File: config.mk
export PLATFORM = sky130hd
export DESIGN_NAME = flc_ctrl
export DESIGN_NICKNAME = d
export VERILOG_FILES = /design/src/hw/rtl/flc_pkg.sv /design/src/hw/rtl/flc_ctrl.sv
export SDC_FILE = /design/constraint.sdc
export NUM_CORES = 1
export LEC_CHECK = 0
export BUFFER_PORTS_ARGS = -buffer_cell sky130_fd_sc_hd__buf_4
export CORE_AREA = 4 4 41 43
export CTS_BUF_LIST = sky130_fd_sc_hd__clkbuf_4 sky130_fd_sc_hd__clkbuf_8
export DETAILED_ROUTE_END_ITERATION = 16
export DIE_AREA = 0 0 45 47
export PLACE_DENSITY_LB_ADDON = 0.25
export SYNTH_ARGS = -nofsm -noshare
export SYNTH_HDL_FRONTEND = slang
export SYNTH_SLANG_ARGS = --single-unit
File: constraint.sdc
create_clock -name clock -period 1 [get_ports clock]
set_input_delay 0 -clock clock [delete_from_list [all_inputs] [get_ports clock]]
set_output_delay 0 -clock clock [all_outputs]
set_load 0.01 [all_outputs]
File: src/hw/rtl/flc_pkg.sv
// Package for the frame local contrast block: register codes, field widths,
// controller types and the per-pixel contrast function.
// No dependencies.
package flc_pkg;

   localparam int PIXEL_W        = 8;
   localparam int TOTAL_W        = 31;
   localparam int MEAN_W         = 16;
   localparam int CFG_WIDTH_W    = 12;
   localparam int CFG_HEIGHT_W   = 13;
   localparam int CSR_INDEX_W    = 2;
   localparam int CSR_DATA_W     = 13;
   localparam int DEF_MAX_WIDTH  = 2048;
   localparam int DEF_MAX_HEIGHT = 4096;
   localparam int RESET_WIDTH    = 640;
   localparam int RESET_HEIGHT   = 480;
   // The dividend is (total << 8), so it carries eight more bits than the total.
   localparam int DIVIDEND_W     = TOTAL_W + 8;
   localparam int DIV_COUNT_W    = $clog2(DIVIDEND_W + 1);

   localparam logic [CSR_INDEX_W-1:0] REG_FRAME_WIDTH  = 2'd0;
   localparam logic [CSR_INDEX_W-1:0] REG_FRAME_HEIGHT = 2'd1;

   typedef enum logic [2:0] {
      ST_IDLE,
      ST_FETCH,
      ST_CALC,
      ST_DIV,
      ST_OUT
   } flc_state_type;

   typedef struct packed {
      logic capture;
      logic fetch;
      logic calc;
      logic div_step;
      logic restart;
   } flc_cmd_type;

   typedef struct packed {
      logic last_pixel;
      logic div_done;
   } flc_status_type;

   // Absolute difference between a pixel and the truncated mean of the
   // neighbors that exist. A division by three is a multiply by 683/2048,
   // which is exact for sums up to 1020.
   function automatic logic [PIXEL_W-1:0] contrast(
      input logic [PIXEL_W-1:0] centre,
      input logic hu, input logic [PIXEL_W-1:0] u,
      input logic hd, input logic [PIXEL_W-1:0] d,
      input logic hl, input logic [PIXEL_W-1:0] l,
      input logic hr, input logic [PIXEL_W-1:0] r);
      logic [9:0]          sum;
      logic [2:0]          cnt;
      logic [19:0]         prod;
      logic [PIXEL_W-1:0]  avg;
      sum  = (hu ? 10'(u) : 10'd0) + (hd ? 10'(d) : 10'd0)
           + (hl ? 10'(l) : 10'd0) + (hr ? 10'(r) : 10'd0);
      cnt  = 3'(hu) + 3'(hd) + 3'(hl) + 3'(hr);
      prod = 20'(sum) * 20'd683;
      case (cnt)
         3'd1:    avg = sum[7:0];
         3'd2:    avg = sum[8:1];
         3'd3:    avg = prod[18:11];
         3'd4:    avg = sum[9:2];
         default: avg = centre;
      endcase
      return (avg > centre) ? (avg - centre) : (centre - avg);
   endfunction

endpackage

File: src/hw/rtl/flc_ctrl.sv
// Controller state machine for the frame local contrast block.
// Depends on flc_pkg.
module flc_ctrl (
   input  logic                   clock,
   input  logic                   reset,
   input  logic                   req_valid,
   output logic                   req_stall,
   output logic                   rsp_valid,
   input  logic                   rsp_stall,
   input  flc_pkg::flc_status_type status,
   output flc_pkg::flc_cmd_type    cmd
);
   import flc_pkg::*;

   flc_state_type state_ff, state_in;

   always_ff @(posedge clock) begin
      if (reset) begin
         state_ff <= ST_IDLE;
      end else begin
         state_ff <= state_in;
      end
   end

   always_comb begin
      state_in  = state_ff;
      cmd       = '0;
      req_stall = 1'b1;
      rsp_valid = 1'b0;
      case (state_ff)
         ST_IDLE: begin
            req_stall = 1'b0;
            if (req_valid) begin
               cmd.capture = 1'b1;
               state_in    = ST_FETCH;
            end
         end
         ST_FETCH: begin
            cmd.fetch = 1'b1;
            state_in  = ST_CALC;
         end
         ST_CALC: begin
            cmd.calc = 1'b1;
            state_in = status.last_pixel ? ST_DIV : ST_IDLE;
         end
         ST_DIV: begin
            if (status.div_done) begin
               state_in = ST_OUT;
            end else begin
               cmd.div_step = 1'b1;
            end
         end
         ST_OUT: begin
            rsp_valid = 1'b1;
            if (!rsp_stall) begin
               cmd.restart = 1'b1;
               state_in    = ST_IDLE;
            end
         end
         default: begin
            state_in = ST_IDLE;
         end
      endcase
   end

endmodule

==> results of run 1 <==
layout make-up:
cell class	count	area share, %
Multi-Input combinational cell	17	37.4
Sequential cell	3	14.0
Inverter	3	2.22
Tap cell	15	3.69
Clock buffer	4	5.91
Timing Repair Buffer	22	36.7
how the worst min path moves through the flow:
stage / to / slack, ns
finish: state_ff[2] / 0.03
global route: state_ff[2] / 0.04
CTS: state_ff[2] / 0.003
detailed placement: state_ff[0] / 0.19
global placement: state_ff[0] / 0.19
floorplan: cmd[1] / 0.04
cell usage after synthesis:
library cell	n	area, µm²
dfxtp_1	3	60.1
inv_1	3	11.3
a21oi_1	2	10.0
nand2_1	2	7.51
nor3_1	2	10.0
a2111oi_2	1	15.0
a21oi_2	1	8.76
a22oi_1	1	7.51
buf_6	1	11.3
nand4b_1	1	8.76
nor2_1	1	3.75
nor2b_1	1	6.26
nor2b_2	1	8.76
nor3b_1	1	7.51
nor3b_2	1	12.5
nor4b_1	1	8.76
or3_1	1	6.26
layer usage:
metal  routed length, µm  vias to the layer above
met5                   0                        -
met4                   0                        0
met3                  41                        0
met2                 460                        9
met1                 280                      135
li1                    -                      136
power by group through the flow:
stage	clock, mW	sequential [mW]	combinational [mW]
finish	0.249	0.141	0.182
global route	0.273	0.142	0.196
CTS	0.265	0.141	0.142
detailed placement	0	0.146	0.109
global placement	0	0.147	0.110
floorplan	0	0.139	0.0640
through the flow:
stage | hold slack (ns) | TNS (ns)
after CTS | 0.00270 | -0.793
final | 0.0347 | -0.744
after floorplan | 0.0356 | -0.00174
after global placement | 0.192 | -0.0963
after global routing | 0.0436 | -1.14
after detailed placement | 0.189 | -0.0952
kinds of logic after synthesis:
kind of cell	Yosys count	share of synthesized area [%]
AOI/OAI and AO/OA	5	20.2
buffers and inverters	4	11.0
DFF	3	29.4
and+or+nand+nor	12	39.3
worst min-delay path, cell delays in order:
cell and delay (ns):
buf_4 0.12, nand2_1 0.05, a21oi_1 0.05
cells in the final DEF (no fill, tap or decap), types with 2 or more instances in the layout:
cell      count
a21oi_1       2
buf_4        16
buf_6         5
clkbuf_4      4
dfxtp_4       3
inv_1         2
nand2_1       2
nor2b_4       2
repair_timing:
| action | in CTS | in global routing |
|---|---|---|
| endpoints found under the setup margin | 8 | 9 |
| resized for setup | 13 | 10 |
| hold buffers | 1 | 0 |
| setup buffers | 4 | 3 |
| pin swaps | 3 | 2 |
| endpoints found under the hold margin | 3 | 0 |
==> results.py, run 1 <==
metrics = {
    "status": {
        "status": "finished, violations left",
        "violations": "setup timing",
    },
    "min_path": {
        "hp-class": "primary input to flop",
        "min_path_cells": 3,
        "min_from": "rsp_stall",
    },
    "drt": {
        "drt-initial-drc-count": 1,
        "vias": 280,
        "drc": 0,
        "ant_nets": 0,
        "dr.pass1.iters": 2,
        "via_per_inst": 4.38,
        "wl_per_cell_um": 12.2,
        "drt-total-wl_um": 782,
    },
    "yosys": {
        "ys_types": 17,
        "synth.yosys.seq_area_share_pct": 29.4,
        "syn_area_per_cell_um2": 8.50,
        "mappedNetlistArea_um2": 204,
        "yosys_register_bits": 3,
        "synth_cells": 24,
        "synth_fp_nets": 30,
        "yosys_warnings": 0,
    },
    "setup_path": {
        "critPathSlowestCell": "or3_4",
        "cp-start-kind": "flop",
        "crit_family": "simple AND/OR/NAND/NOR gates",
        "cp-startpoint": "state_ff[1]",
        "reg2regPathDepth": 4,
        "crit_chain": "or3_4 > nor2_2 > buf_4",
        "r2r-end": "state_ff[0]",
        "worstPathArrival_ns": 1.18,
        "reg2reg_from": "state_ff[0]",
        "cp_num_cells": 3,
        "critPathMaxFanout": 4,
        "crit_type": "flop to output port",
        "cp.required_ns": 1.00,
        "end_kind": "output port",
        "crit_buf_inv": 1,
        "crit_path_end": "cmd[4]",
        "cp_slowest_stage_delay_ns": 0.39,
        "reg2reg_slack_ns": -0.08,
    },
    "sta": {
        "worstMarginPinSlew_ns": 0.274,
        "final-hold-violation-count": 0,
        "max-slew-margin-rel_pct": 81.7,
        "rsz0062_at_grt": "yes",
        "setup-violations-final": 8,
        "fmax_mhz": 850,
        "slew_viol_final": 0,
        "clock_skew_ns": 0.00213,
        "setup_slack_ns": -0.176,
        "fin_crit_ns": 1.18,
        "finalCritPeriodShare_pct": 118,
    },
    "placement": {
        "hpwl_um": 412,
        "place_ws_ns": -0.0490,
        "dp.cells": 52,
        "port_buffers": 12,
        "finalWeightedCongestion": 0.680,
        "placed_area_um2": 325,
    },
    "grt": {
        "antenna_found_initial": 0,
        "grt_max_degree": 9,
        "grtUsageMet1_pct": 7.48,
        "grt-ovfl-total": 0,
        "grt-busiest-layer": "met2",
        "grtUsageMet3_pct": 4.60,
        "grt_use_total_pct": 7.42,
        "met2_usage_pct": 12.1,
        "grt_pass1_vias": 278,
        "grt_pass1_wl_mm": 1.08,
    },
    "floorplanning": {
        "row_count": 13,
        "ios": 13,
        "initial_core_util_pct": 15.7,
        "die_h_um": 47,
        "coreArea_um2": 1300,
        "die_area_um2": 2120,
        "fp.dieW_um": 45,
    },
    "clocking": {
        "h-tree-depth": 1,
        "insertion_delay_ns": 0.24,
        "cts_buffer_depth": 2,
        "cts_buffers": 3,
        "clock-sinks": 3,
        "clk_pin_slew_ns": 0.04,
        "cts_root_buffer": "clkbuf_4",
        "cts_tree": "built",
    },
    "power_and_ir_drop": {
        "worst_ir_drop_vdd_uv": 542,
        "pwr-share-comb_pct": 31.8,
        "clockPowerShare_pct": 43.5,
        "power.switching_uw": 164,
        "intPower_uw": 407,
        "p_per_area_nw_per_um2": 1130,
        "p_total_uw": 572,
        "seq_power_share_pct": 24.7,
        "total_leakage_power_nw": 0.222,
        "switching_share_pct": 28.8,
    },
    "job": {
        "cap_violations": 0,
    },
    "cells_and_area": {
        "reg_top3": "state_ff x3",
        "area_delta_synth_final_pct": 149,
        "finalInstanceArea_um2": 508,
        "top_register": "state_ff",
        "nets": 56,
        "fillers": 143,
        "diodes": 0,
        "multi_input_area_um2": 190,
        "seqCellArea_um2": 71.3,
        "drive_gt1_share_pct": 81.6,
        "fin_cells": 64,
        "largest_reg_flops": 3,
        "post-route-util_pct": 39.0,
    },
}
(Power assumes the default switching activity.)
==> run 2: changes to the inputs <==
==> constraint.sdc (replaced) <==
create_clock -name clock -period 1.4 [get_ports clock]
set_input_delay 0 -clock clock [delete_from_list [all_inputs] [get_ports clock]]
set_output_delay 0 -clock clock [all_outputs]
set_load 0.01 [all_outputs]
==> run 2 against run 1 <==
The flow now finishes without violations. Sequential cell count did not move. First-iteration DRC count rose to 11 times the previous value. Die area unchanged. Cell count down 14%. Sequential share of layout area grew 3.5 points. Via count decreased by 21%. Wire length is 31% lower. Critical endpoint unchanged. Largest cell class unchanged.
==> results.py, run 2 (synthesized netlist as in run 1, its figures left out) <==
metrics = {
    "status": {
        "status": "finished clean",
    },
    "setup_path": {
        "critPathMaxFanout": 10,
        "end_kind": "output port",
        "cp.required_ns": 1.40,
        "worstPathArrival_ns": 1.29,
        "crit_chain": "or3_1 > nor2_1 > buf_4",
        "cp_slowest_stage_delay_ns": 0.42,
        "reg2reg_from": "state_ff[1]",
        "cp-startpoint": "state_ff[1]",
        "crit_type": "flop to output port",
        "cp-start-kind": "flop",
        "critPathSlowestCell": "or3_1",
    },
    "sta": {
        "fmax_mhz": 778,
        "finalCritPeriodShare_pct": 91.8,
        "fin_crit_ns": 1.29,
        "slew_viol_final": 0,
        "clock_skew_ns": 0.00186,
        "setup-violations-final": 0,
        "final-hold-violation-count": 0,
        "setup_total_negative_slack_ns": 0,
        "worstMarginPinSlew_ns": 0.369,
        "rsz0062_at_grt": "no",
        "max-slew-margin-rel_pct": 75.4,
    },
    "clocking": {
        "cts_root_buffer": "clkbuf_4",
        "cts_tree": "built",
        "h-tree-depth": 1,
        "cts_buffers": 3,
        "insertion_delay_ns": 0.23,
        "clock-sinks": 3,
        "cts_setup_buffers": 0,
        "clk_pin_slew_ns": 0.04,
        "cts_buffer_depth": 2,
    },
    "drt": {
        "drt-total-wl_um": 536,
        "ant_nets": 0,
        "vias": 221,
        "via_per_inst": 4.02,
        "dr.pass1.iters": 3,
        "wl_per_cell_um": 9.75,
        "drc": 0,
        "drt-initial-drc-count": 11,
    },
    "cells_and_area": {
        "layout.cells.most_common": "buf_4",
        "reg_top3": "state_ff x3",
        "finalInstanceArea_um2": 349,
        "top_register": "state_ff",
        "final_cell_mix": "buf_4 (12), clkbuf_4 (4), inv_1 (3)",
        "area_delta_synth_final_pct": 71.2,
        "diodes": 0,
        "largest_reg_flops": 3,
        "nets": 47,
        "drive_gt1_share_pct": 52.5,
    },
    "grt": {
        "grt_max_degree": 11,
        "grt_pass1_wl_um": 924,
        "antenna_found_initial": 0,
        "grt_use_total_pct": 6.40,
        "grt_pass1_vias": 223,
        "grt-ovfl-total": 0,
    },
    "min_path": {
        "hp-class": "primary input to flop",
        "min_from": "rsp_stall",
    },
    "floorplanning": {
        "initial_core_util_pct": 15.7,
        "ios": 13,
        "coreArea_um2": 1300,
        "row_count": 13,
        "fp.dieW_um": 45,
        "die_h_um": 47,
        "die_area_um2": 2120,
    },
    "job": {
        "cap_violations": 0,
    },
    "power_and_ir_drop": {
        "worst_ir_drop_vdd_uv": 224,
        "p_per_area_nw_per_um2": 1010,
        "total_leakage_power_nw": 0.154,
    },
    "placement": {
        "placed_area_um2": 302,
        "port_buffers": 12,
        "finalWeightedCongestion": 0.659,
    },
}
## run 2: stage by stage
| stage | hold slack, ns | util (%) | cells | setup WS [ns] | total power [mW] |
|---|---|---|---|---|---|
| 6_report | 0.0248 | 26.8 | 55 | 0.115 | 0.353 |
| 5_1_grt | 0.0484 | 26.8 | 55 | 0.0132 | 0.380 |
| 4_1_cts | 0.0204 | 26.3 | 55 | 0.0884 | 0.356 |
| 3_5_place_dp | 0.188 | 23.2 | 50 | 0.346 | 0.176 |
| 3_3_place_gp | 0.195 | 23.2 | 50 | 0.335 | 0.177 |
| 2_1_floorplan | 0.0464 | - | 24 | 0.370 | 0.142 |
## run 2: per-layer routing
metal,up-vias,share of wire (%),track usage (%)
met1,97,43,7.27
li1,118,-,-
met2,6,52,9.32
met5,-,0,0
met3,0,4.7,1.53
met4,0,0,7.02
## run 2: timing repair
action	CTS	global route
hold buffers	1	0
endpoints found under the hold margin	3	0
endpoints found under the setup margin	0	2
resized for setup	0	2
## run 2: final cells by class
type,instances,area [µm²]
Sequential cell,3,61.3
Tap cell,15,18.8
Fill cell,160,952
Clock buffer,4,30.0
Inverter,3,11.3
Multi-Input combinational cell,17,128
Timing Repair Buffer,13,100
## run 2: critical path, delay by kind of cell, from the launching register on
family	cells	cell delay [ns]
buffers and inverters	1	0.12
flip-flops	1	0.41
AND/OR/NAND/NOR	2	0.52
## run 2: path summary, 6_finish.rpt
check,slack [ns],cells past startpoint,to
min,0.02,3,state_ff[2]
min reg2reg,0.57,2,state_ff[2]
max reg2reg,0.34,2,state_ff[0]
max,0.11,3,cmd[4]
## run 2: where the power goes
part	internal [mW]	leakage (nW)	total (mW)	switching (mW)
Combinational	0.0417	0.111	0.0718	0.0300
Sequential	0.0920	0.0249	0.107	0.0147
Clock	0.126	0.0184	0.175	0.0485
